File: src/assert_macros.svh
// Assertion macros shared by the servo-bus deframer RTL.
// No dependencies; included by files that carry concurrent assertions.
`ifndef ASSERT_MACROS_SVH
`define ASSERT_MACROS_SVH

// Clocked assertion, disabled while the given active-low reset is asserted.
`define SBPD_ASSERT_CLK(lbl, clk, rst_n, prop) \
    lbl: assert property (@(posedge clk) disable iff (!rst_n) (prop)) \
        else $error("%m: assertion failed");

// Same, on the house clock and reset names.
`define SBPD_ASSERT(lbl, prop) \
    `SBPD_ASSERT_CLK(lbl, i_clk, i_rst_n, prop)

`endif

File: src/sbpd_pkg.sv
// Package for the servo-bus packet deframer: result type and frame constants.
// No dependencies.
package sbpd_pkg;

    localparam int          IDX_W    = 6;
    localparam logic [7:0]  HDR_BYTE = 8'hFF;
    localparam logic [7:0]  CHK_MASK = 8'hFE;
    localparam logic [7:0]  MIN_LEN  = 8'd7;

    typedef struct packed {
        logic             data_valid;
        logic [7:0]       data_byte;
        logic [IDX_W-1:0] data_index;
        logic             packet_end;
        logic [7:0]       packet_id;
        logic [7:0]       command;
        logic [7:0]       packet_size;
        logic [7:0]       stat_err;
        logic [7:0]       stat_info;
        logic             checksum_ok;
        logic             data_overflow;
        logic             length_error;
    } t_result;

endpackage

File: src/sbpd_if.sv
// Handshake channels of the servo-bus packet deframer: byte in, result out.
// No dependencies.
interface sbpd_in_if;
    logic       valid;
    logic       ready;
    logic [7:0] rx_byte;

    modport source (output valid, output rx_byte, input ready);
    modport sink   (input valid, input rx_byte, output ready);
endinterface

interface sbpd_out_if;
    logic       valid;
    logic       ready;
    logic       data_valid;
    logic [7:0] data_byte;
    logic [5:0] data_index;
    logic       packet_end;
    logic [7:0] packet_id;
    logic [7:0] command;
    logic [7:0] packet_size;
    logic [7:0] stat_err;
    logic [7:0] stat_info;
    logic       checksum_ok;
    logic       data_overflow;
    logic       length_error;

    modport source (
        output valid, output data_valid, output data_byte, output data_index,
        output packet_end, output packet_id, output command, output packet_size,
        output stat_err, output stat_info, output checksum_ok,
        output data_overflow, output length_error, input ready
    );
    modport sink (
        input valid, input data_valid, input data_byte, input data_index,
        input packet_end, input packet_id, input command, input packet_size,
        input stat_err, input stat_info, input checksum_ok,
        input data_overflow, input length_error, output ready
    );
endinterface

File: src/servo_bus_packet_deframer.sv
// Servo-bus packet deframer, top level.
// Depends on sbpd_pkg, sbpd_if, sbpd_parser and sbpd_obuf.
//
// Takes one received byte per transfer on i_in and hunts for the 0xFF 0xFF
// header, then captures length, id, command and the two check bytes, then the
// payload. Each payload byte within the first MAX_DATA gives a result at once
// (data_valid, data_byte, data_index modulo 64); the byte that brings the
// packet count up to the length field also marks packet_end and carries id,
// command, size, any last two payload bytes as status, the checksum verdict
// and the overflow flag. A length field below seven gives a lone result with
// length_error set and abandons the packet. Bytes that close nothing (header,
// fields, check bytes, dropped overflow bytes) give no result. One byte is
// accepted every clock: the parser state updates in a single pass of compare
// and XOR logic, and results land in a two-entry output buffer, so i_in.ready
// only drops when both the output register and the skid register are full.
// A result reaches o_out through the output buffer's registers.
module servo_bus_packet_deframer
    import sbpd_pkg::*;
#(
    parameter int MAX_DATA = 64
) (
    input  logic              i_clk,
    input  logic              i_rst_n,
    sbpd_in_if.sink           i_in,
    sbpd_out_if.source        o_out
);

    logic    w_accept;
    logic    w_ready;
    logic    w_res_valid;
    t_result w_res;
    logic    w_out_valid;
    t_result w_out;

    // A transfer on the input: byte enters the parser this edge
    assign i_in.ready = w_ready;
    assign w_accept   = i_in.valid && w_ready;

    sbpd_parser #(
        .MAX_DATA (MAX_DATA)
    ) u_parser (
        .i_clk       (i_clk),
        .i_rst_n     (i_rst_n),
        .i_accept    (w_accept),
        .i_byte      (i_in.rx_byte),
        .o_res_valid (w_res_valid),
        .o_res       (w_res)
    );

    sbpd_obuf u_obuf (
        .i_clk       (i_clk),
        .i_rst_n     (i_rst_n),
        .i_push      (w_res_valid),
        .i_data      (w_res),
        .i_out_ready (o_out.ready),
        .o_ready     (w_ready),
        .o_valid     (w_out_valid),
        .o_data      (w_out)
    );

    // Drive the output channel from the buffered result
    assign o_out.valid         = w_out_valid;
    assign o_out.data_valid    = w_out.data_valid;
    assign o_out.data_byte     = w_out.data_byte;
    assign o_out.data_index    = w_out.data_index;
    assign o_out.packet_end    = w_out.packet_end;
    assign o_out.packet_id     = w_out.packet_id;
    assign o_out.command       = w_out.command;
    assign o_out.packet_size   = w_out.packet_size;
    assign o_out.stat_err      = w_out.stat_err;
    assign o_out.stat_info     = w_out.stat_info;
    assign o_out.checksum_ok   = w_out.checksum_ok;
    assign o_out.data_overflow = w_out.data_overflow;
    assign o_out.length_error  = w_out.length_error;

endmodule

File: src/sbpd_parser.sv
// Frame parser: header hunt, field capture, checksum and payload tracking.
// Depends on sbpd_pkg and assert_macros.svh.
`include "assert_macros.svh"

module sbpd_parser
    import sbpd_pkg::*;
#(
    parameter int MAX_DATA = 64
) (
    input  logic       i_clk,
    input  logic       i_rst_n,
    input  logic       i_accept,
    input  logic [7:0] i_byte,
    output logic       o_res_valid,
    output t_result    o_res
);

    localparam logic [7:0] MaxData = 8'(MAX_DATA);

    typedef enum logic [2:0] {
        PH_HDR1, PH_HDR2, PH_LEN, PH_ID, PH_CMD, PH_CK1, PH_CK2, PH_DATA
    } t_phase;

    t_phase     r_phase, n_phase;
    logic [7:0] r_seen,  n_seen;
    logic [7:0] r_xor,   n_xor;
    logic [7:0] r_len,   n_len;
    logic [7:0] r_id,    n_id;
    logic [7:0] r_cmd,   n_cmd;
    logic [7:0] r_ck1,   n_ck1;
    logic [7:0] r_ck2,   n_ck2;
    logic [7:0] r_pcount, n_pcount;
    logic [7:0] r_prev,  n_prev;
    logic       r_ovf,   n_ovf;

    logic [7:0] w_xor_upd;
    logic [7:0] w_c1, w_c2;
    logic       w_stored;

    // Check values from the updated running XOR
    assign w_xor_upd = (r_phase == PH_DATA) ? (r_xor ^ i_byte) : r_xor;
    assign w_c1      = w_xor_upd & CHK_MASK;
    assign w_c2      = (~w_c1) & CHK_MASK;
    assign w_stored  = (r_pcount < MaxData);

    always_comb begin
        n_phase  = r_phase;
        n_seen   = r_seen;
        n_xor    = r_xor;
        n_len    = r_len;
        n_id     = r_id;
        n_cmd    = r_cmd;
        n_ck1    = r_ck1;
        n_ck2    = r_ck2;
        n_pcount = r_pcount;
        n_prev   = r_prev;
        n_ovf    = r_ovf;
        o_res       = '0;
        o_res_valid = 1'b0;
        if (i_accept) begin
            unique case (r_phase)
                PH_HDR1: begin
                    if (i_byte == HDR_BYTE) n_phase = PH_HDR2;
                end
                PH_HDR2: begin
                    n_phase = (i_byte == HDR_BYTE) ? PH_LEN : PH_HDR1;
                end
                PH_LEN: begin
                    n_len = i_byte;
                    if (i_byte < MIN_LEN) begin
                        // Short length: report and drop the packet
                        o_res.packet_size  = i_byte;
                        o_res.length_error = 1'b1;
                        o_res_valid        = 1'b1;
                        n_phase            = PH_HDR1;
                    end else begin
                        n_xor    = i_byte;
                        n_seen   = 8'd3;
                        n_pcount = '0;
                        n_prev   = '0;
                        n_ovf    = 1'b0;
                        n_id     = '0;
                        n_cmd    = '0;
                        n_ck1    = '0;
                        n_ck2    = '0;
                        n_phase  = PH_ID;
                    end
                end
                PH_ID: begin
                    n_id    = i_byte;
                    n_xor   = r_xor ^ i_byte;
                    n_seen  = r_seen + 8'd1;
                    n_phase = PH_CMD;
                end
                PH_CMD: begin
                    n_cmd   = i_byte;
                    n_xor   = r_xor ^ i_byte;
                    n_seen  = r_seen + 8'd1;
                    n_phase = PH_CK1;
                end
                PH_CK1: begin
                    n_ck1   = i_byte;
                    n_seen  = r_seen + 8'd1;
                    n_phase = PH_CK2;
                end
                PH_CK2: begin
                    n_ck2  = i_byte;
                    n_seen = r_seen + 8'd1;
                    if (n_seen >= r_len) begin
                        // No payload: close the packet here
                        o_res.packet_end    = 1'b1;
                        o_res.packet_id     = r_id;
                        o_res.command       = r_cmd;
                        o_res.packet_size   = r_len;
                        o_res.checksum_ok   = (w_c1 == r_ck1) && (w_c2 == i_byte);
                        o_res.data_overflow = r_ovf;
                        o_res_valid         = 1'b1;
                        n_phase             = PH_HDR1;
                    end else begin
                        n_phase = PH_DATA;
                    end
                end
                PH_DATA: begin
                    if (w_stored) begin
                        o_res.data_valid = 1'b1;
                        o_res.data_byte  = i_byte;
                        o_res.data_index = r_pcount[IDX_W-1:0];
                        o_res_valid      = 1'b1;
                    end
                    n_ovf    = r_ovf | ~w_stored;
                    n_xor    = r_xor ^ i_byte;
                    n_pcount = (r_pcount == 8'hFF) ? r_pcount : r_pcount + 8'd1;
                    n_seen   = r_seen + 8'd1;
                    n_prev   = i_byte;
                    if (n_seen >= r_len) begin
                        o_res.packet_end    = 1'b1;
                        o_res.packet_id     = r_id;
                        o_res.command       = r_cmd;
                        o_res.packet_size   = r_len;
                        if (n_pcount >= 8'd2) begin
                            o_res.stat_err  = r_prev;
                            o_res.stat_info = i_byte;
                        end
                        o_res.checksum_ok   = (w_c1 == r_ck1) && (w_c2 == r_ck2);
                        o_res.data_overflow = n_ovf;
                        o_res_valid         = 1'b1;
                        n_phase             = PH_HDR1;
                    end
                end
            endcase
        end
    end

    always_ff @(posedge i_clk) begin
        if (!i_rst_n) begin
            r_phase  <= PH_HDR1;
            r_seen   <= '0;
            r_xor    <= '0;
            r_len    <= '0;
            r_id     <= '0;
            r_cmd    <= '0;
            r_ck1    <= '0;
            r_ck2    <= '0;
            r_pcount <= '0;
            r_prev   <= '0;
            r_ovf    <= 1'b0;
        end else begin
            r_phase  <= n_phase;
            r_seen   <= n_seen;
            r_xor    <= n_xor;
            r_len    <= n_len;
            r_id     <= n_id;
            r_cmd    <= n_cmd;
            r_ck1    <= n_ck1;
            r_ck2    <= n_ck2;
            r_pcount <= n_pcount;
            r_prev   <= n_prev;
            r_ovf    <= n_ovf;
        end
    end

    `SBPD_ASSERT(a_len_err_alone,
        o_res_valid && o_res.length_error |-> !o_res.data_valid && !o_res.packet_end)
    `SBPD_ASSERT(a_end_rehunts, o_res_valid && o_res.packet_end |=> r_phase == PH_HDR1)
    `SBPD_ASSERT(a_broken_header,
        i_accept && r_phase == PH_HDR2 && i_byte != HDR_BYTE |=> r_phase == PH_HDR1)

endmodule

File: src/sbpd_obuf.sv
// Two-entry result buffer: output register plus skid register.
// Depends on sbpd_pkg and assert_macros.svh.
`include "assert_macros.svh"

module sbpd_obuf
    import sbpd_pkg::*;
(
    input  logic    i_clk,
    input  logic    i_rst_n,
    input  logic    i_push,
    input  t_result i_data,
    input  logic    i_out_ready,
    output logic    o_ready,
    output logic    o_valid,
    output t_result o_data
);

    logic    r_main_valid, r_skid_valid;
    t_result r_main, r_skid;
    logic    w_pop, w_load_main;

    assign w_pop       = r_main_valid && i_out_ready;
    assign w_load_main = !r_main_valid || w_pop;
    assign o_ready     = !r_skid_valid;
    assign o_valid     = r_main_valid;
    assign o_data      = r_main;

    always_ff @(posedge i_clk) begin
        if (!i_rst_n) begin
            r_main_valid <= 1'b0;
            r_skid_valid <= 1'b0;
        end else if (w_load_main) begin
            r_main_valid <= r_skid_valid | i_push;
            r_skid_valid <= 1'b0;
        end else if (i_push) begin
            r_skid_valid <= 1'b1;
        end
    end

    // Hold payload; advance skid into the output register first
    always_ff @(posedge i_clk) begin
        if (w_load_main) begin
            r_main <= r_skid_valid ? r_skid : i_data;
        end else if (i_push) begin
            r_skid <= i_data;
        end
    end

    `SBPD_ASSERT(a_skid_behind_main, r_skid_valid |-> r_main_valid)
    `SBPD_ASSERT(a_no_push_when_full, i_push |-> !r_skid_valid)
    `SBPD_ASSERT(a_drain_empties,
        w_pop && !r_skid_valid && !i_push |=> !r_main_valid)

endmodule

File: src/flat_wrapper.sv
// flat-port wrapper written by rule: the top's interface ports become plain ports
module servo_bus_packet_deframer_flat import sbpd_pkg::*;
#(
    parameter int MAX_DATA = 64
)
  (i_clk, i_rst_n, i_in_valid, i_in_rx_byte, i_in_ready, o_out_valid, o_out_data_valid, o_out_data_byte, o_out_data_index, o_out_packet_end, o_out_packet_id, o_out_command, o_out_packet_size, o_out_stat_err, o_out_stat_info, o_out_checksum_ok, o_out_data_overflow, o_out_length_error, o_out_ready);
  sbpd_in_if i_in_i ();
  sbpd_out_if o_out_i ();
  input  logic i_clk;
  input  logic i_rst_n;
  input wire logic [$bits(i_in_i.valid)-1:0] i_in_valid;
  input wire logic [$bits(i_in_i.rx_byte)-1:0] i_in_rx_byte;
  output wire logic [$bits(i_in_i.ready)-1:0] i_in_ready;
  output wire logic [$bits(o_out_i.valid)-1:0] o_out_valid;
  output wire logic [$bits(o_out_i.data_valid)-1:0] o_out_data_valid;
  output wire logic [$bits(o_out_i.data_byte)-1:0] o_out_data_byte;
  output wire logic [$bits(o_out_i.data_index)-1:0] o_out_data_index;
  output wire logic [$bits(o_out_i.packet_end)-1:0] o_out_packet_end;
  output wire logic [$bits(o_out_i.packet_id)-1:0] o_out_packet_id;
  output wire logic [$bits(o_out_i.command)-1:0] o_out_command;
  output wire logic [$bits(o_out_i.packet_size)-1:0] o_out_packet_size;
  output wire logic [$bits(o_out_i.stat_err)-1:0] o_out_stat_err;
  output wire logic [$bits(o_out_i.stat_info)-1:0] o_out_stat_info;
  output wire logic [$bits(o_out_i.checksum_ok)-1:0] o_out_checksum_ok;
  output wire logic [$bits(o_out_i.data_overflow)-1:0] o_out_data_overflow;
  output wire logic [$bits(o_out_i.length_error)-1:0] o_out_length_error;
  input wire logic [$bits(o_out_i.ready)-1:0] o_out_ready;
  assign i_in_i.valid = i_in_valid;
  assign i_in_i.rx_byte = i_in_rx_byte;
  assign i_in_ready = i_in_i.ready;
  assign o_out_valid = o_out_i.valid;
  assign o_out_data_valid = o_out_i.data_valid;
  assign o_out_data_byte = o_out_i.data_byte;
  assign o_out_data_index = o_out_i.data_index;
  assign o_out_packet_end = o_out_i.packet_end;
  assign o_out_packet_id = o_out_i.packet_id;
  assign o_out_command = o_out_i.command;
  assign o_out_packet_size = o_out_i.packet_size;
  assign o_out_stat_err = o_out_i.stat_err;
  assign o_out_stat_info = o_out_i.stat_info;
  assign o_out_checksum_ok = o_out_i.checksum_ok;
  assign o_out_data_overflow = o_out_i.data_overflow;
  assign o_out_length_error = o_out_i.length_error;
  assign o_out_i.ready = o_out_ready;
  servo_bus_packet_deframer #(.MAX_DATA(MAX_DATA)) u_core (.i_clk(i_clk), .i_rst_n(i_rst_n), .i_in(i_in_i), .o_out(o_out_i));
endmodule
File: config.mk
export PLATFORM = sky130hd
export DESIGN_NAME = servo_bus_packet_deframer_flat
export DESIGN_NICKNAME = d
export VERILOG_FILES = /design/src/sbpd_pkg.sv /design/src/sbpd_if.sv /design/src/servo_bus_packet_deframer.sv /design/src/sbpd_parser.sv /design/src/sbpd_obuf.sv /design/src/flat_wrapper.sv
export VERILOG_INCLUDE_DIRS = /design/src /design/src/src
export SDC_FILE = /design/constraint.sdc
export NUM_CORES = 1
export LEC_CHECK = 0
export ABC_CLOCK_PERIOD_IN_PS = 16750
export BUFFER_PORTS_ARGS = -buffer_cell sky130_fd_sc_hd__buf_2
export CAP_MARGIN = 25
export CELL_PAD_IN_SITES_DETAIL_PLACEMENT = 0
export CELL_PAD_IN_SITES_GLOBAL_PLACEMENT = 1
export CORE_UTILIZATION = 52
export DETAILED_ROUTE_END_ITERATION = 6
export HOLD_SLACK_MARGIN = 0.03
export PLACE_DENSITY = 0.94
export SYNTH_ARGS = -nofsm -noshare
export SYNTH_HDL_FRONTEND = slang
export SYNTH_HIERARCHICAL = 1
export SYNTH_SLANG_ARGS = --single-unit
File: constraint.sdc
create_clock -name i_clk -period 16.75 [get_ports i_clk]
set_input_delay 2.5125 -clock i_clk [delete_from_list [all_inputs] [get_ports i_clk]]
set_output_delay 2.5125 -clock i_clk [all_outputs]
set_load 0.05 [all_outputs]
* After elaboration in Yosys (flattened, before gate mapping) *
Cells that the tools add are included.

word-level totals
  register bits after elaboration = 196
  word-level logic and storage cells = 134
  bits of input ports = 12
  output and inout bits = 61

operators by class
  add/subtract/negate cells = 2
  magnitude comparators = 4
  bitwise gates (word level) = 7
  equal/unequal tests = 15
  reduce and logical (&&, ||, !) cells = 28
  muxes and demuxes = 41

operators by type and width
  operator             count
  $pmux 8 s2           8
  $mux 59              2
  $mux 8               6
  $mux 43              1
  $pmux 17 s2          1
  $mux 16              2
  $mux 15              2
  $mux 25              1
  $eq 8x8->1           3
  $pmux 3 s8           1
  $pmux 8 s3           1
  $reduce_and 3->1     8
  $add 8x1->8 const B  2
  $eq 8x8->1 const B   2
  $reduce_bool 2->1    7
  $eq 3x3->1 const B   4
  $mux 3               3
  $ge 8x2->1 const B   1
  $ge 8x8->1           1
  $lt 8x3->1 const B   1
  $lt 8x7->1 const B   1
  $not 8->8            1
  $xor 8x8->8          1
  $mux 1               7
  other kinds (18)     30

* Logic depth before layout (Yosys ltp) *
Gate-level depths: netlist (run 1).

  word-level depth = 9
  mapped depth = 11
  gate-level depth less buffers = 11

* Cells and area by module *
The synthesis (run 1) kept the hierarchy.

modules (own cells, without submodules)
  module                     area each (um^2)  cells an instance  seq. area each (um^2)  times used
  sbpd_parser                4660.7            615                1501.4                 1
  sbpd_obuf                  4640.7            193                3583.4                 1
  servo_bus_packet_deframer  6.3               1                  0.0                    1

* Worst setup path after synthesis (run 1) *
Ideal clock, no wire load.

  path type = input to register
  start point = input port o_out_ready
  end point = register u_core/u_obuf/r_skid[0] (netlist bit) (enable)
  stages on the path = 2
  arrival time = 6632 ps
  required time = 16274 ps
  setup slack = 9642 ps
  library setup time = 476 ps
  path buffers = 0
  cell sequence = nand2b_1 > nor2_1

on the way
  cells in the longest elaborated chain, start to end = 4

RTL lines
  item                        line                source
  start: declaration          flat_wrapper.sv:27  input wire logic [$bits(o_out_i.ready)-1:0] o_out_ready;
  $logic_and 1x1->1           sbpd_obuf.sv:22     assign w_pop = r_main_valid && i_out_ready;
  $logic_or 1x1->1            sbpd_obuf.sv:23     assign w_load_main = !r_main_valid || w_pop;
  $not 1->1 (no line)         n/a
  $reduce_and 2->1 (no line)  n/a
  end signal: assignment      sbpd_obuf.sv:45     r_skid <= i_data;
  end: declaration            sbpd_obuf.sv:19     t_result r_main, r_skid;

Every way passes these cells.
A chain may end at the register's enable or synchronous reset.

* Worst setup path after layout (run 1) *
  start point = input port i_in_rx_byte[6]
  end point = register u_core/u_obuf/r_skid[35] (netlist bit) (enable)

on the way
  cells in the longest elaborated chain, start to end = 5

RTL lines
  item                        line                             source
  start: declaration          flat_wrapper.sv:12               input wire logic [$bits(i_in_i.rx_byte)-1:0] i_in_rx_byte;
  $lt 8x3->1                  sbpd_parser.sv:70                if (i_byte < MIN_LEN) begin
  $mux 1                      sbpd_parser.sv:70
  $pmux 1 s3                  sbpd_parser.sv:61                unique case (r_phase)
  $mux 1                      sbpd_parser.sv:60                if (i_accept) begin
  via u_core.w_res_valid      servo_bus_packet_deframer.sv:30  logic w_res_valid;
  $reduce_and 2->1 (no line)  n/a

The timed path passes the listed nets, and every way through them passes these cells.

==> results of run 1 <==
==> power breakdown <==
group          leakage [nW]  internal [W]  total (W)  switching [W]
registers              1.90      0.000502   0.000502   0.0000000360
logic                  1.77    0.00000349  0.0000152      0.0000117
clock network         0.295      0.000227   0.000420       0.000193
total                  3.96      0.000733   0.000937       0.000204
==> registers in the layout, summed over array words and instances, names as in the netlist <==
name and cells:
u_core/u_obuf/o_data 59, u_core/u_obuf/o_valid 1, u_core/u_obuf/r_skid 59, u_core/u_obuf/r_skid_valid 1, u_core/u_parser/r_ck1 8, u_core/u_parser/r_ck2 8
u_core/u_parser/r_cmd 8, u_core/u_parser/r_id 8, u_core/u_parser/r_len 8, u_core/u_parser/r_ovf 1, u_core/u_parser/r_pcount 8, u_core/u_parser/r_phase 3
u_core/u_parser/r_prev 8, u_core/u_parser/r_seen 8, u_core/u_parser/r_xor 7
==> per-layer routing <==
metal	track usage (%)	share of wire, %	vias to the layer above
li1	-	-	2992
met1	31.1	45	3056
met2	36.7	48	196
met3	4.83	5.2	17
met4	7.55	1.4	0
met5	0	0	-
==> critical path: cells and delay by family <==
kind	cells	cell delay, ns
buf+inv	3	0.91
simple gates	3	1.41
compound gates	1	0.25
==> logic make-up (layout without fill, tap and decap cells) <==
kind of cell | after synthesis | after routing | synth area share [%]
multiplexers | 69 | 69 | 10.6
XOR/XNOR | 39 | 39 | 3.67
flip-flops | 195 | 195 | 54.6
adder cells (fa/ha/maj) | 10 | 10 | 1.34
AND/OR/NAND/NOR | 265 | 265 | 14.5
buffers and inverters | 85 | 134 | 4.92
AO/OA/AOI/OAI | 146 | 146 | 10.4
==> how the worst max path moves through the flow <==
stage / slack [ns] / depth (start not counted) / endpoint / startpoint
after floorplan: 9.64 / 2 / u_core/u_obuf/r_skid[0] / o_out_ready
after global placement: 11.32 / 7 / u_core/u_obuf/r_skid[29] / i_in_rx_byte[6]
after detailed placement: 11.25 / 7 / u_core/u_obuf/r_skid[29] / i_in_rx_byte[6]
after CTS: 11.70 / 7 / u_core/u_obuf/r_skid[40] / i_in_rx_byte[6]
after global routing: 11.48 / 7 / u_core/u_obuf/r_skid[35] / i_in_rx_byte[6]
final: 11.66 / 7 / u_core/u_obuf/r_skid[35] / i_in_rx_byte[6]
==> final cells by class <==
type	count	area, µm²	share of cell area (%)
inverter	19	71.3	0.694
multi-input combinational	529	3770	36.7
timing repair buffer	83	453	4.41
sequential	195	5090	49.5
clock buffer	17	425	4.14
tap	225	282	2.74
clock inverter	15	178	1.73
==> synthesized netlist by cell type, types with 18 or more instances <==
master	instances	share of area, %
sky130_fd_sc_hd__mux2_4	58	9.4
sky130_fd_sc_hd__nand3_1	19	1.0
sky130_fd_sc_hd__a21oi_1	44	2.4
sky130_fd_sc_hd__and3_1	18	1.2
sky130_fd_sc_hd__and2_1	42	2.8
sky130_fd_sc_hd__a22oi_1	21	1.7
sky130_fd_sc_hd__dfxtp_1	77	17
sky130_fd_sc_hd__inv_1	18	0.73
sky130_fd_sc_hd__xnor2_1	27	2.5
sky130_fd_sc_hd__nor3_1	29	1.6
sky130_fd_sc_hd__nand2_1	63	2.5
sky130_fd_sc_hd__o21ai_0	19	1.0
sky130_fd_sc_hd__nor2_1	55	2.2
sky130_fd_sc_hd__edfxtp_1	118	38
sky130_fd_sc_hd__clkbuf_1	46	1.9
==> per-stage QoR <==
stage,std cells,hold slack [ns]
final,1083,0.464
after CTS,1082,0.460
after floorplan,809,0.433
after detailed placement,1050,0.448
after global routing,1083,0.479
after global placement,1047,0.441
==> out/qor.json, run 1 <==
{
  "run_status": {"value": "complete, no violations"},
  "vias": {"value": 6261},
  "fraction_of_final_layout_cells_with_drive_strength_greater_than_1": {"value": 21.9, "unit": "%"},
  "worst_slew_margin_rel": {"value": 35.2, "unit": "%"},
  "tritoncts.num_buffers": {"value": 17},
  "dieArea": {"value": 0.0184, "unit": "mm²"},
  "final_net_count": {"value": 867},
  "cap_viol_max_count": {"value": 0},
  "grt_first_pass_wirelength": {"value": 31.8, "unit": "mm"},
  "final_core_util": {"value": 59.0, "unit": "%"},
  "route.detailed.vias_per_inst": {"value": 5.78},
  "critical_path.cell_chain": {"value": "buf_2, or4_4, or4_4, a31oi_1, inv_1, nor2_4, buf_4"},
  "most_common_cell_after_layout_fill_and_taps_aside": {"value": "sky130_fd_sc_hd__edfxtp_1"},
  "cellPowerDensity": {"value": 91.2, "unit": "mW/mm²"},
  "post_cts.repair.setup_buffers": {"value": 0},
  "dp.final_hpwl": {"value": 12.9, "unit": "mm"},
  "die_w": {"value": 136, "unit": "µm"},
  "crit_path_frequent_cell": {"value": "sky130_fd_sc_hd__or4_4"},
  "yosysWarnings": {"value": 6},
  "hold_path_end": {"value": "u_core/u_parser/r_ck2[5]"},
  "number_of_cells_traversed_by_the_worst_hold_path": {"value": 2},
  "worstMarginPinSlew": {"value": 0.971, "unit": "ns"},
  "timing.critical_path.to_type": {"value": "flop"},
  "gp_routability_congestion": {"value": 0.860},
  "ys_seq_area_share": {"value": 54.6, "unit": "%"},
  "synth_seq_cells": {"value": 195},
  "critical_path.startpoint_type": {"value": "primary input"},
  "syn-cell-area": {"value": 0.00931, "unit": "mm²"},
  "placedInstanceArea": {"value": 0.00966, "unit": "mm²"},
  "wire_per_inst": {"value": 18.5, "unit": "µm"},
  "critical_setup_path_kind": {"value": "primary input to flop"},
  "rows": {"value": 48},
  "tritoncts": {"value": "done"},
  "die_h": {"value": 136, "unit": "µm"},
  "clockBufferDepth": {"value": 2},
  "max_freq": {"value": 0.196, "unit": "GHz"},
  "finalPower": {"value": 0.000937, "unit": "W"},
  "rr_endpoint": {"value": "u_core/u_obuf/r_skid[35]"},
  "path_max_fanout": {"value": 53},
  "clkLatencyLatePin": {"value": 0.44, "unit": "ns"},
  "worst_path_largest_cell_delay": {"value": 0.60, "unit": "ns"},
  "gr-total-overflow": {"value": 0},
  "netlist-cell-type-count": {"value": 63},
  "detail_route.drc_violations": {"value": 0},
  "finalCritPeriodShare": {"value": 30.4, "unit": "%"},
  "ir_worst_vdd": {"value": 0.0797, "unit": "mV"},
  "slowest_stage": {"value": "sky130_fd_sc_hd__or4_4"},
  "postSynthAreaPerCell": {"value": 11.5, "unit": "µm²"},
  "fin_worst_setup_slack": {"value": 11.66, "unit": "ns"},
  "final.setup_skew": {"value": 0.0107, "unit": "ns"},
  "cts.htree.levels": {"value": 4},
  "antenna_cells_inserted": {"value": 0},
  "hp-class": {"value": "flop to flop"},
  "grt_setup_unrepaired": {"value": "no"},
  "worstReg2RegStart": {"value": "u_core/u_parser/r_seen[0]"},
  "floorplan.initialDensity": {"value": 53.4, "unit": "%"},
  "groute.usage.overall": {"value": 23.0, "unit": "%"},
  "ff2ff_setup_slack": {"value": 12.96, "unit": "ns"},
  "maxSlewViolCount": {"value": 0},
  "finalHoldViolations": {"value": 0},
  "power.static_leakage": {"value": 3.96, "unit": "nW"},
  "io-pin-count": {"value": 73},
  "number_of_synthesized_flops_with_an_enable_pin": {"value": 118},
  "syn_nets": {"value": 831},
  "core_area": {"value": 0.0174, "unit": "mm²"},
  "async_reset_ff_share": {"value": 0, "unit": "%"},
  "synth_flop_cell": {"value": "sky130_fd_sc_hd__edfxtp_1"},
  "clk_root_buffer_cell": {"value": "sky130_fd_sc_hd__clkbuf_16"},
  "pin_count_of_the_biggest_net_entering_global_routing": {"value": 63},
  "wl": {"value": 20.1, "unit": "mm"},
  "antenna_found_initial": {"value": 0},
  "post_synth_inst_count": {"value": 809},
  "numPortBuffers": {"value": 72},
  "antenna_left": {"value": 0},
  "min_period": {"value": 5.09, "unit": "ns"},
  "detailedRoute.firstPassIterationCount": {"value": 5},
  "worst-endpoint-required": {"value": 16.82, "unit": "ns"},
  "number_of_global_route_vias_before_repair": {"value": 5892},
  "ctsHoldBuffers": {"value": 0},
  "timing.setup.tns": {"value": 0, "unit": "ns"},
  "worst_case_setup_slack_after_placement": {"value": 11.25, "unit": "ns"},
  "worstHoldStart": {"value": "u_core/u_parser/r_ck2[5]"},
  "layout_common_cells": {"value": "sky130_fd_sc_hd__edfxtp_1 (118), sky130_fd_sc_hd__dfxtp_1 (76), sky130_fd_sc_hd__buf_2 (73), sky130_fd_sc_hd__nand2_1 (63), sky130_fd_sc_hd__mux2_4 (58)"},
  "area_delta_synth_final": {"value": 10.4, "unit": "%"},
  "timing.critical_path.arrival": {"value": 5.16, "unit": "ns"},
  "clock_sinks": {"value": 195},
  "drt_iter0_drc": {"value": 554},
  "fillers": {"value": 1401},
  "final_area": {"value": 0.0103, "unit": "mm²"},
  "cts.repair.resized": {"value": 0},
  "worst_r2r_path_depth": {"value": 12},
  "clk_pin_slew_worst_paths": {"value": 0.07, "unit": "ns"},
  "final_setup_violation_count": {"value": 0}
}
Power figures use the tool's default switching activity.
==> inputs of run 2 (changes only) <==
- ABC_AREA: not set -> 1
- ABC_CLOCK_PERIOD_IN_PS: 16750 -> 4750
- CORE_UTILIZATION: 52 -> 46
- PLACE_DENSITY: 0.94 -> 0.89
- clock period: 16.75 -> 4.75 ns (I/O delays scaled with it)
==> run 2 against run 1 <==
  * First-iteration DRC count is 3.1% lower
  * Worst setup slack got worse by 11 ns
  * Register-to-register slack got worse by 12 ns
==> out/qor.json, run 2 <==
{
  "netlist_top_cells_area": {"value": "sky130_fd_sc_hd__edfxtp_1 (39%), sky130_fd_sc_hd__dfxtp_1 (17%), sky130_fd_sc_hd__nand2_1 (15%), sky130_fd_sc_hd__a21oi_1 (4.4%), sky130_fd_sc_hd__inv_1 (4.2%)"},
  "power.static_leakage": {"value": 4.32, "unit": "nW", "change": "+8.9%"},
  "number_of_global_route_vias_before_repair": {"value": 6491, "change": "+10%"},
  "worst-endpoint-required": {"value": 4.87, "unit": "ns", "change": "-11.95 ns"},
  "postSynthAreaPerCell": {"value": 8.56, "unit": "µm²", "change": "-26%"},
  "layout_common_cells": {"value": "sky130_fd_sc_hd__nand2_1 (363), sky130_fd_sc_hd__edfxtp_1 (118), sky130_fd_sc_hd__inv_1 (103), sky130_fd_sc_hd__nor2_1 (93), sky130_fd_sc_hd__a21oi_1 (80)"},
  "final_net_count": {"value": 1139, "change": "+31%"},
  "most_common_cell_after_layout_fill_and_taps_aside": {"value": "sky130_fd_sc_hd__nand2_1"},
  "yosysWarnings": {"value": 6, "change": "unchanged"},
  "fillers": {"value": 1802, "change": "+29%"},
  "cts.htree.levels": {"value": 4, "change": "unchanged"},
  "timing.setup.tns": {"value": 0, "unit": "ns", "change": "unchanged"},
  "tritoncts.num_buffers": {"value": 17, "change": "unchanged"},
  "timing.critical_path.to_type": {"value": "flop"},
  "multiInputGateArea": {"value": 0.00332, "unit": "mm²", "change": "-12%"},
  "number_of_synthesized_flops_with_an_enable_pin": {"value": 118, "change": "unchanged"},
  "gr-total-overflow": {"value": 0, "change": "unchanged"},
  "grt_first_pass_wirelength": {"value": 32.7, "unit": "mm", "change": "+3.0%"},
  "dieArea": {"value": 0.0204, "unit": "mm²", "change": "+11%"},
  "final_setup_violation_count": {"value": 0, "change": "unchanged"},
  "core_area": {"value": 0.0195, "unit": "mm²", "change": "+12%"},
  "io-pin-count": {"value": 73, "change": "unchanged"},
  "wire_per_inst": {"value": 14.4, "unit": "µm", "change": "-22%"},
  "detail_route.drc_violations": {"value": 0, "change": "unchanged"},
  "cellPowerDensity": {"value": 318, "unit": "mW/mm²", "change": "+250%"},
  "clkLatencyLatePin": {"value": 0.44, "unit": "ns", "change": "about the same"},
  "clock_sinks": {"value": 195, "change": "unchanged"},
  "groute.usage.overall": {"value": 20.9, "unit": "%", "change": "-2.1 points"},
  "antenna_left": {"value": 0, "change": "unchanged"},
  "clockBufferDepth": {"value": 2, "change": "unchanged"},
  "min_period": {"value": 3.67, "unit": "ns"},
  "finalHoldViolations": {"value": 0, "change": "unchanged"},
  "critical_path.startpoint_type": {"value": "flop"},
  "synth_flop_cell": {"value": "sky130_fd_sc_hd__edfxtp_1"},
  "cts.repair.resized": {"value": 0, "change": "unchanged"},
  "drt_iter0_drc": {"value": 537, "change": "-3.1%"},
  "run_status": {"value": "complete, no violations"},
  "die_w": {"value": 143, "unit": "µm", "change": "+5.2%"},
  "max_freq": {"value": 0.272, "unit": "GHz"},
  "final.setup_skew": {"value": 0.0182, "unit": "ns", "change": "+0.00749 ns"},
  "worstMarginPinSlew": {"value": 0.859, "unit": "ns", "change": "-0.112 ns"},
  "clk_pin_slew_worst_paths": {"value": 0.07, "unit": "ns", "change": "about the same"},
  "synth_most_common_cell": {"value": "sky130_fd_sc_hd__nand2_1"},
  "fraction_of_final_layout_cells_with_drive_strength_greater_than_1": {"value": 13.4, "unit": "%", "change": "-8.5 points"},
  "post_cts.repair.setup_buffers": {"value": 0, "change": "unchanged"},
  "netlist-cell-type-count": {"value": 43, "change": "-32%"},
  "syn_nets": {"value": 1088, "change": "+31%"},
  "post-synth-top-area-cell": {"value": "sky130_fd_sc_hd__edfxtp_1"},
  "wl": {"value": 20.1, "unit": "mm", "change": "+0.27%"},
  "tritoncts": {"value": "done"},
  "worst_case_setup_slack_after_placement": {"value": 1.10, "unit": "ns", "change": "-10.14 ns"},
  "dp.final_hpwl": {"value": 13.4, "unit": "mm", "change": "+3.8%"},
  "ctsHoldBuffers": {"value": 0, "change": "unchanged"},
  "synth_top_area_share": {"value": 38.8, "unit": "%", "change": "+0.76 points"},
  "maxSlewViolCount": {"value": 0, "change": "unchanged"},
  "antenna_found_initial": {"value": 0, "change": "unchanged"},
  "post_synth_inst_count": {"value": 1066, "change": "+32%"},
  "path_max_fanout": {"value": 49, "change": "-7.5%"},
  "layout.area.seq": {"value": 0.00509, "unit": "mm²", "change": "about the same"},
  "ys_top_cells_by_count": {"value": "sky130_fd_sc_hd__nand2_1 (364), sky130_fd_sc_hd__edfxtp_1 (118), sky130_fd_sc_hd__inv_1 (103)"},
  "async_reset_ff_share": {"value": 0, "unit": "%", "change": "unchanged"},
  "detailedRoute.firstPassIterationCount": {"value": 7, "change": "+2"},
  "fin_worst_setup_slack": {"value": 1.08, "unit": "ns", "change": "-10.58 ns"},
  "synth_seq_cells": {"value": 195, "change": "unchanged"},
  "floorplan.initialDensity": {"value": 46.9, "unit": "%", "change": "-6.5 points"},
  "critical_setup_path_kind": {"value": "flop to flop"},
  "grt_setup_unrepaired": {"value": "no"},
  "antenna_cells_inserted": {"value": 0, "change": "unchanged"},
  "rows": {"value": 51, "change": "+6.3%"},
  "hp-class": {"value": "flop to flop"},
  "worst_slew_margin_rel": {"value": 42.7, "unit": "%", "change": "+7.5 points"},
  "numPortBuffers": {"value": 72, "change": "unchanged"},
  "ys_seq_area_share": {"value": 55.7, "unit": "%", "change": "+1.1 points"},
  "syn-cell-area": {"value": 0.00913, "unit": "mm²", "change": "-1.9%"},
  "die_h": {"value": 143, "unit": "µm", "change": "+5.2%"},
  "finalCritPeriodShare": {"value": 77.4, "unit": "%"},
  "ir_worst_vdd": {"value": 0.235, "unit": "mV", "change": "+190%"},
  "route.detailed.vias_per_inst": {"value": 5.02, "change": "-13%"},
  "cap_viol_max_count": {"value": 0, "change": "unchanged"},
  "gp_routability_congestion": {"value": 0.858, "change": "-0.15%"},
  "area_delta_synth_final": {"value": 11.6, "unit": "%"},
  "vias": {"value": 7009, "change": "+12%"},
  "clk_root_buffer_cell": {"value": "sky130_fd_sc_hd__clkbuf_16"},
  "timing.critical_path.arrival": {"value": 3.80, "unit": "ns", "change": "-1.36 ns"},
  "pin_count_of_the_biggest_net_entering_global_routing": {"value": 62, "change": "-1.6%"}
}
## run 2: stage by stage
step           instance area, µm²  power [W]  hold slack, ns  instances  utilization (%)
2_1_floorplan                9130    0.00184           0.436       1066                -
3_5_place_dp                 9580    0.00187           0.453       1363             49.2
6_report                    10200    0.00324           0.464       1395             52.3
3_3_place_gp                 9580    0.00187           0.448       1363             49.2
4_1_cts                     10200    0.00326           0.465       1395             52.3
5_1_grt                     10200    0.00333           0.482       1395             52.3
## run 2: path summary, 6_finish.rpt
kind	start	to	slack, ns	cells after the start
setup / recovery	u_core/u_parser/r_seen[0]	u_core/u_obuf/r_skid[52]	1.08	15
hold reg to reg	u_core/u_parser/r_prev[7]	u_core/u_parser/r_prev[7]	0.46	2
setup reg to reg	u_core/u_parser/r_seen[0]	u_core/u_obuf/r_skid[52]	1.08	15
hold / removal	u_core/u_parser/r_prev[7]	u_core/u_parser/r_prev[7]	0.46	2
## run 2: cell type report
| cell class | count | area share [%] |
|---|---|---|
| timing repair buffer | 78 | 4.10 |
| inverter | 112 | 4.18 |
| sequential | 195 | 49.9 |
| clock buffer | 17 | 4.18 |
| tap | 265 | 3.25 |
| multi-input combinational | 713 | 32.6 |
| clock inverter | 15 | 1.77 |
## run 2: logic make-up after synthesis
kind of cell,Yosys count,synth area share [%]
and+or+nand+nor,548,25.0
DFF,195,55.7
buffers and inverters,158,7.99
adders and majority gates,10,1.37
AOI/OAI and AO/OA,145,8.97
xor gates and xnor gates,10,0.960
## run 2: worst max-delay path: stages (launching register included)
cell and delay (ns):
sky130_fd_sc_hd__dfxtp_1 0.40, sky130_fd_sc_hd__nand3_1 0.13, sky130_fd_sc_hd__nor3_1 0.26, sky130_fd_sc_hd__nand3_1 0.15, sky130_fd_sc_hd__xor2_1 0.15, sky130_fd_sc_hd__inv_1 0.07, sky130_fd_sc_hd__ha_1 0.29, sky130_fd_sc_hd__nand2_1 0.07
sky130_fd_sc_hd__nor2_1 0.10, sky130_fd_sc_hd__nand2_1 0.25, sky130_fd_sc_hd__nand2_1 0.30, sky130_fd_sc_hd__nand2_1 0.17, sky130_fd_sc_hd__a31oi_1 0.25, sky130_fd_sc_hd__inv_1 0.11, sky130_fd_sc_hd__nor2_4 0.31, sky130_fd_sc_hd__buf_12 0.30
## run 2: layer usage
layer	vias to the layer above	part of all wire [%]	track usage (%)
li1	3561	-	-
met1	3236	46	28.1
met2	189	47	34.1
met3	23	4.9	3.79
met4	0	1.6	7.13
met5	-	0	0
## run 2: report_power, final
| group | switching, W | internal, W |
|---|---|---|
| logic | 0.0000458 | 0.0000108 |
| clock network | 0.000703 | 0.000709 |
| registers | 0.000000103 | 0.00177 |
| total | 0.000749 | 0.00249 |
==> inputs of run 3 (changes only) <==
- ABC_CLOCK_PERIOD_IN_PS: 4750 -> 3420
- clock period: 4.75 -> 3.42 ns (I/O delays scaled with it)
==> run 3 against run 2 <==
  * Critical path depth decreased by 1
  * Core utilization increased by 0.33 points
  * Clock-buffer cell count increased by 1
  * Sequential share of layout area decreased by 0.32 points
  * Routed wire length about the same
  * Power increased by 40%
  * Via count about the same
  * Cell count increased by 0.72%
  * Flip-flop and latch count unchanged
  * Die area unchanged
  * Critical path type unchanged
==> out/qor.json, run 3 (same netlist as run 2, synthesis figures left out) <==
{
  "clk_root_buffer_cell": {"value": "sky130_fd_sc_hd__clkbuf_16"},
  "final_area": {"value": 0.0103, "unit": "mm²", "change": "+0.64%"},
  "numPortBuffers": {"value": 72, "change": "unchanged"},
  "antenna_cells_inserted": {"value": 0, "change": "unchanged"},
  "detail_route.drc_violations": {"value": 0, "change": "unchanged"},
  "route.detailed.vias_per_inst": {"value": 4.99, "change": "-0.67%"},
  "groute.usage.overall": {"value": 20.9, "unit": "%", "change": "-0.090 points"},
  "number_of_cells_traversed_by_the_worst_hold_path": {"value": 4, "change": "+2"},
  "pin_count_of_the_biggest_net_entering_global_routing": {"value": 62, "change": "unchanged"},
  "final_setup_violation_count": {"value": 0, "change": "unchanged"},
  "grt_first_pass_wirelength": {"value": 32.6, "unit": "mm", "change": "-0.17%"},
  "rows": {"value": 51, "change": "unchanged"},
  "worst-endpoint-required": {"value": 3.53, "unit": "ns", "change": "-1.34 ns"},
  "timing.critical_path.arrival": {"value": 3.14, "unit": "ns", "change": "-0.66 ns"},
  "worst_slew_margin_rel": {"value": 43.7, "unit": "%", "change": "+1.0 points"},
  "final.setup_skew": {"value": 0.0149, "unit": "ns", "change": "-0.00334 ns"},
  "ff2ff_setup_slack": {"value": 0.39, "unit": "ns", "change": "-0.69 ns"},
  "area_delta_synth_final": {"value": 12.4, "unit": "%"},
  "critical_setup_path_kind": {"value": "flop to flop"},
  "rr_endpoint": {"value": "u_core/u_obuf/r_skid[33]"},
  "hold_path_end": {"value": "u_core/u_obuf/r_skid_valid"},
  "path_max_fanout": {"value": 49, "change": "unchanged"},
  "critical_path.startpoint_type": {"value": "flop"},
  "fillers": {"value": 1778, "change": "-1.3%"},
  "io-pin-count": {"value": 73, "change": "unchanged"},
  "tritoncts.num_buffers": {"value": 17, "change": "unchanged"},
  "timing.critical_path.to_type": {"value": "flop"},
  "worstReg2RegStart": {"value": "u_core/u_parser/r_seen[0]"},
  "clockBufferDepth": {"value": 2, "change": "unchanged"},
  "wl": {"value": 20.1, "unit": "mm", "change": "about the same"},
  "layout_common_cells": {"value": "sky130_fd_sc_hd__nand2_1 (363), sky130_fd_sc_hd__edfxtp_1 (118), sky130_fd_sc_hd__inv_1 (103), sky130_fd_sc_hd__nor2_1 (93), sky130_fd_sc_hd__a21oi_1 (80)"},
  "most_common_cell_after_layout_fill_and_taps_aside": {"value": "sky130_fd_sc_hd__nand2_1"},
  "max_freq": {"value": 0.330, "unit": "GHz", "change": "+21%"},
  "drt_iter0_drc": {"value": 586, "change": "+9.1%"},
  "clk_pin_slew_worst_paths": {"value": 0.07, "unit": "ns", "change": "about the same"},
  "worst_r2r_path_depth": {"value": 14, "change": "-1"},
  "dieArea": {"value": 0.0204, "unit": "mm²", "change": "unchanged"},
  "multiInputGateArea": {"value": 0.00332, "unit": "mm²", "change": "unchanged"},
  "finalHoldViolations": {"value": 0, "change": "unchanged"},
  "hp-class": {"value": "primary input to flop"},
  "detailedRoute.firstPassIterationCount": {"value": 6, "change": "-1"},
  "die_w": {"value": 143, "unit": "µm", "change": "unchanged"},
  "fraction_of_final_layout_cells_with_drive_strength_greater_than_1": {"value": 14.0, "unit": "%", "change": "+0.67 points"},
  "cts.htree.levels": {"value": 4, "change": "unchanged"},
  "finalCritPeriodShare": {"value": 88.6, "unit": "%", "change": "+11 points"},
  "post_cts.repair.setup_buffers": {"value": 0, "change": "unchanged"},
  "wire_per_inst": {"value": 14.3, "unit": "µm", "change": "-0.74%"},
  "cellPowerDensity": {"value": 442, "unit": "mW/mm²", "change": "+39%"},
  "antenna_found_initial": {"value": 0, "change": "unchanged"},
  "clock_sinks": {"value": 195, "change": "unchanged"},
  "number_of_global_route_vias_before_repair": {"value": 6470, "change": "-0.32%"},
  "placedInstanceArea": {"value": 0.00966, "unit": "mm²", "change": "+0.78%"},
  "ir_worst_vdd": {"value": 0.351, "unit": "mV", "change": "+49%"},
  "min_period": {"value": 3.03, "unit": "ns", "change": "-0.644 ns"},
  "clkLatencyLatePin": {"value": 0.44, "unit": "ns", "change": "about the same"},
  "power.static_leakage": {"value": 4.36, "unit": "nW", "change": "+1.1%"},
  "antenna_left": {"value": 0, "change": "unchanged"},
  "maxSlewViolCount": {"value": 0, "change": "unchanged"},
  "layout.area.seq": {"value": 0.00509, "unit": "mm²", "change": "unchanged"},
  "finalPower": {"value": 0.00453, "unit": "W", "change": "+40%"},
  "vias": {"value": 7012, "change": "+0.043%"},
  "gp_routability_congestion": {"value": 0.864, "change": "+0.59%"},
  "floorplan.initialDensity": {"value": 46.9, "unit": "%", "change": "unchanged"},
  "worstMarginPinSlew": {"value": 0.843, "unit": "ns", "change": "-0.0154 ns"},
  "core_area": {"value": 0.0195, "unit": "mm²", "change": "unchanged"},
  "final_net_count": {"value": 1149, "change": "+0.88%"},
  "worstHoldStart": {"value": "o_out_ready"},
  "run_status": {"value": "complete, no violations"},
  "tritoncts": {"value": "done"},
  "die_h": {"value": 143, "unit": "µm", "change": "unchanged"},
  "gr-total-overflow": {"value": 0, "change": "unchanged"},
  "grt_setup_unrepaired": {"value": "no"},
  "ctsHoldBuffers": {"value": 0, "change": "unchanged"},
  "cap_viol_max_count": {"value": 0, "change": "unchanged"},
  "dp.final_hpwl": {"value": 13.3, "unit": "mm", "change": "-0.95%"},
  "timing.setup.tns": {"value": 0, "unit": "ns", "change": "unchanged"},
  "cts.repair.resized": {"value": 0, "change": "unchanged"}
}
==> run 3: cell types whose count changed in the layout (fill, tap and decap cells not counted) <==
cell / before / now
sky130_fd_sc_hd__clkbuf_1: 0 / 1
sky130_fd_sc_hd__bufinv_16: 0 / 1
sky130_fd_sc_hd__inv_8: 1 / 6
sky130_fd_sc_hd__inv_6: 5 / 3
sky130_fd_sc_hd__clkinv_8: 7 / 2
sky130_fd_sc_hd__clkinvlp_4: 1 / 2
sky130_fd_sc_hd__buf_4: 5 / 15
sky130_fd_sc_hd__clkinv_4: 1 / 0
==> run 3: through the flow <==
step | setup slack [ns] | std cells | hold WS (ns) | utilization [%]
after floorplan | 0.0196 | 1066 | 0.436 | -
after global placement | 0.510 | 1373 | 0.444 | 49.6
after detailed placement | 0.425 | 1373 | 0.454 | 49.6
after CTS | 0.394 | 1405 | 0.427 | 52.7
after global routing | 0.134 | 1405 | 0.455 | 52.7
final | 0.390 | 1405 | 0.445 | 52.7
==> run 3: critical path: stages, from the launching register on <==
cell,delay (ns)
sky130_fd_sc_hd__dfxtp_1,0.40
sky130_fd_sc_hd__nand3_1,0.13
sky130_fd_sc_hd__nor3_1,0.26
sky130_fd_sc_hd__nand3_1,0.13
sky130_fd_sc_hd__xor2_1,0.14
sky130_fd_sc_hd__inv_1,0.07
sky130_fd_sc_hd__ha_1,0.28
sky130_fd_sc_hd__nand2_1,0.07
sky130_fd_sc_hd__o21a_1,0.20
sky130_fd_sc_hd__nand2_1,0.08
sky130_fd_sc_hd__nand2_1,0.11
sky130_fd_sc_hd__a31oi_1,0.27
sky130_fd_sc_hd__inv_1,0.12
sky130_fd_sc_hd__nor2_4,0.13
sky130_fd_sc_hd__buf_12,0.28
==> run 3: cell type report <==
| type | instances | area share, % |
|---|---|---|
| flip-flops and latches | 195 | 49.6 |
| multi-input cells | 713 | 32.4 |
| repair buffers | 88 | 4.81 |
| clock buffers | 18 | 4.19 |
| inverters | 112 | 4.15 |
| well taps | 265 | 3.23 |
| clock inverters | 14 | 1.62 |
==> run 3: where the power goes <==
part           internal [W]  switching (W)  total [W]
registers           0.00246    0.000000138    0.00246
clock network       0.00105       0.000943    0.00199
logic             0.0000182      0.0000653  0.0000835
total               0.00353        0.00101    0.00453
==> run 3: worst max-delay path by stage <==
stage	startpoint	to	slack, ns	cells after the start
global route	u_core/u_parser/r_seen[0]	u_core/u_obuf/r_skid[2]	0.13	14
CTS	u_core/u_parser/r_seen[0]	u_core/u_obuf/r_skid[2]	0.39	14
floorplan	u_core/u_parser/r_seen[0]	u_core/u_obuf/r_skid[0]	0.02	13
global placement	u_core/u_parser/r_seen[0]	u_core/u_obuf/r_skid[15]	0.51	14
finish	u_core/u_parser/r_seen[0]	u_core/u_obuf/r_skid[33]	0.39	14
detailed placement	u_core/u_parser/r_seen[0]	u_core/u_obuf/r_skid[2]	0.43	14
==> run 3: metal layers <==
metal / vias to the layer above / track usage, % / wire [µm] / share of wire, %
met5: - / 0 / 0 / 0
met4: 0 / 6.40 / 246 / 1.2
met3: 18 / 4.46 / 961 / 4.8
met2: 177 / 33.0 / 9270 / 46
met1: 3245 / 28.6 / 9660 / 48
li1: 3572 / - / - / -
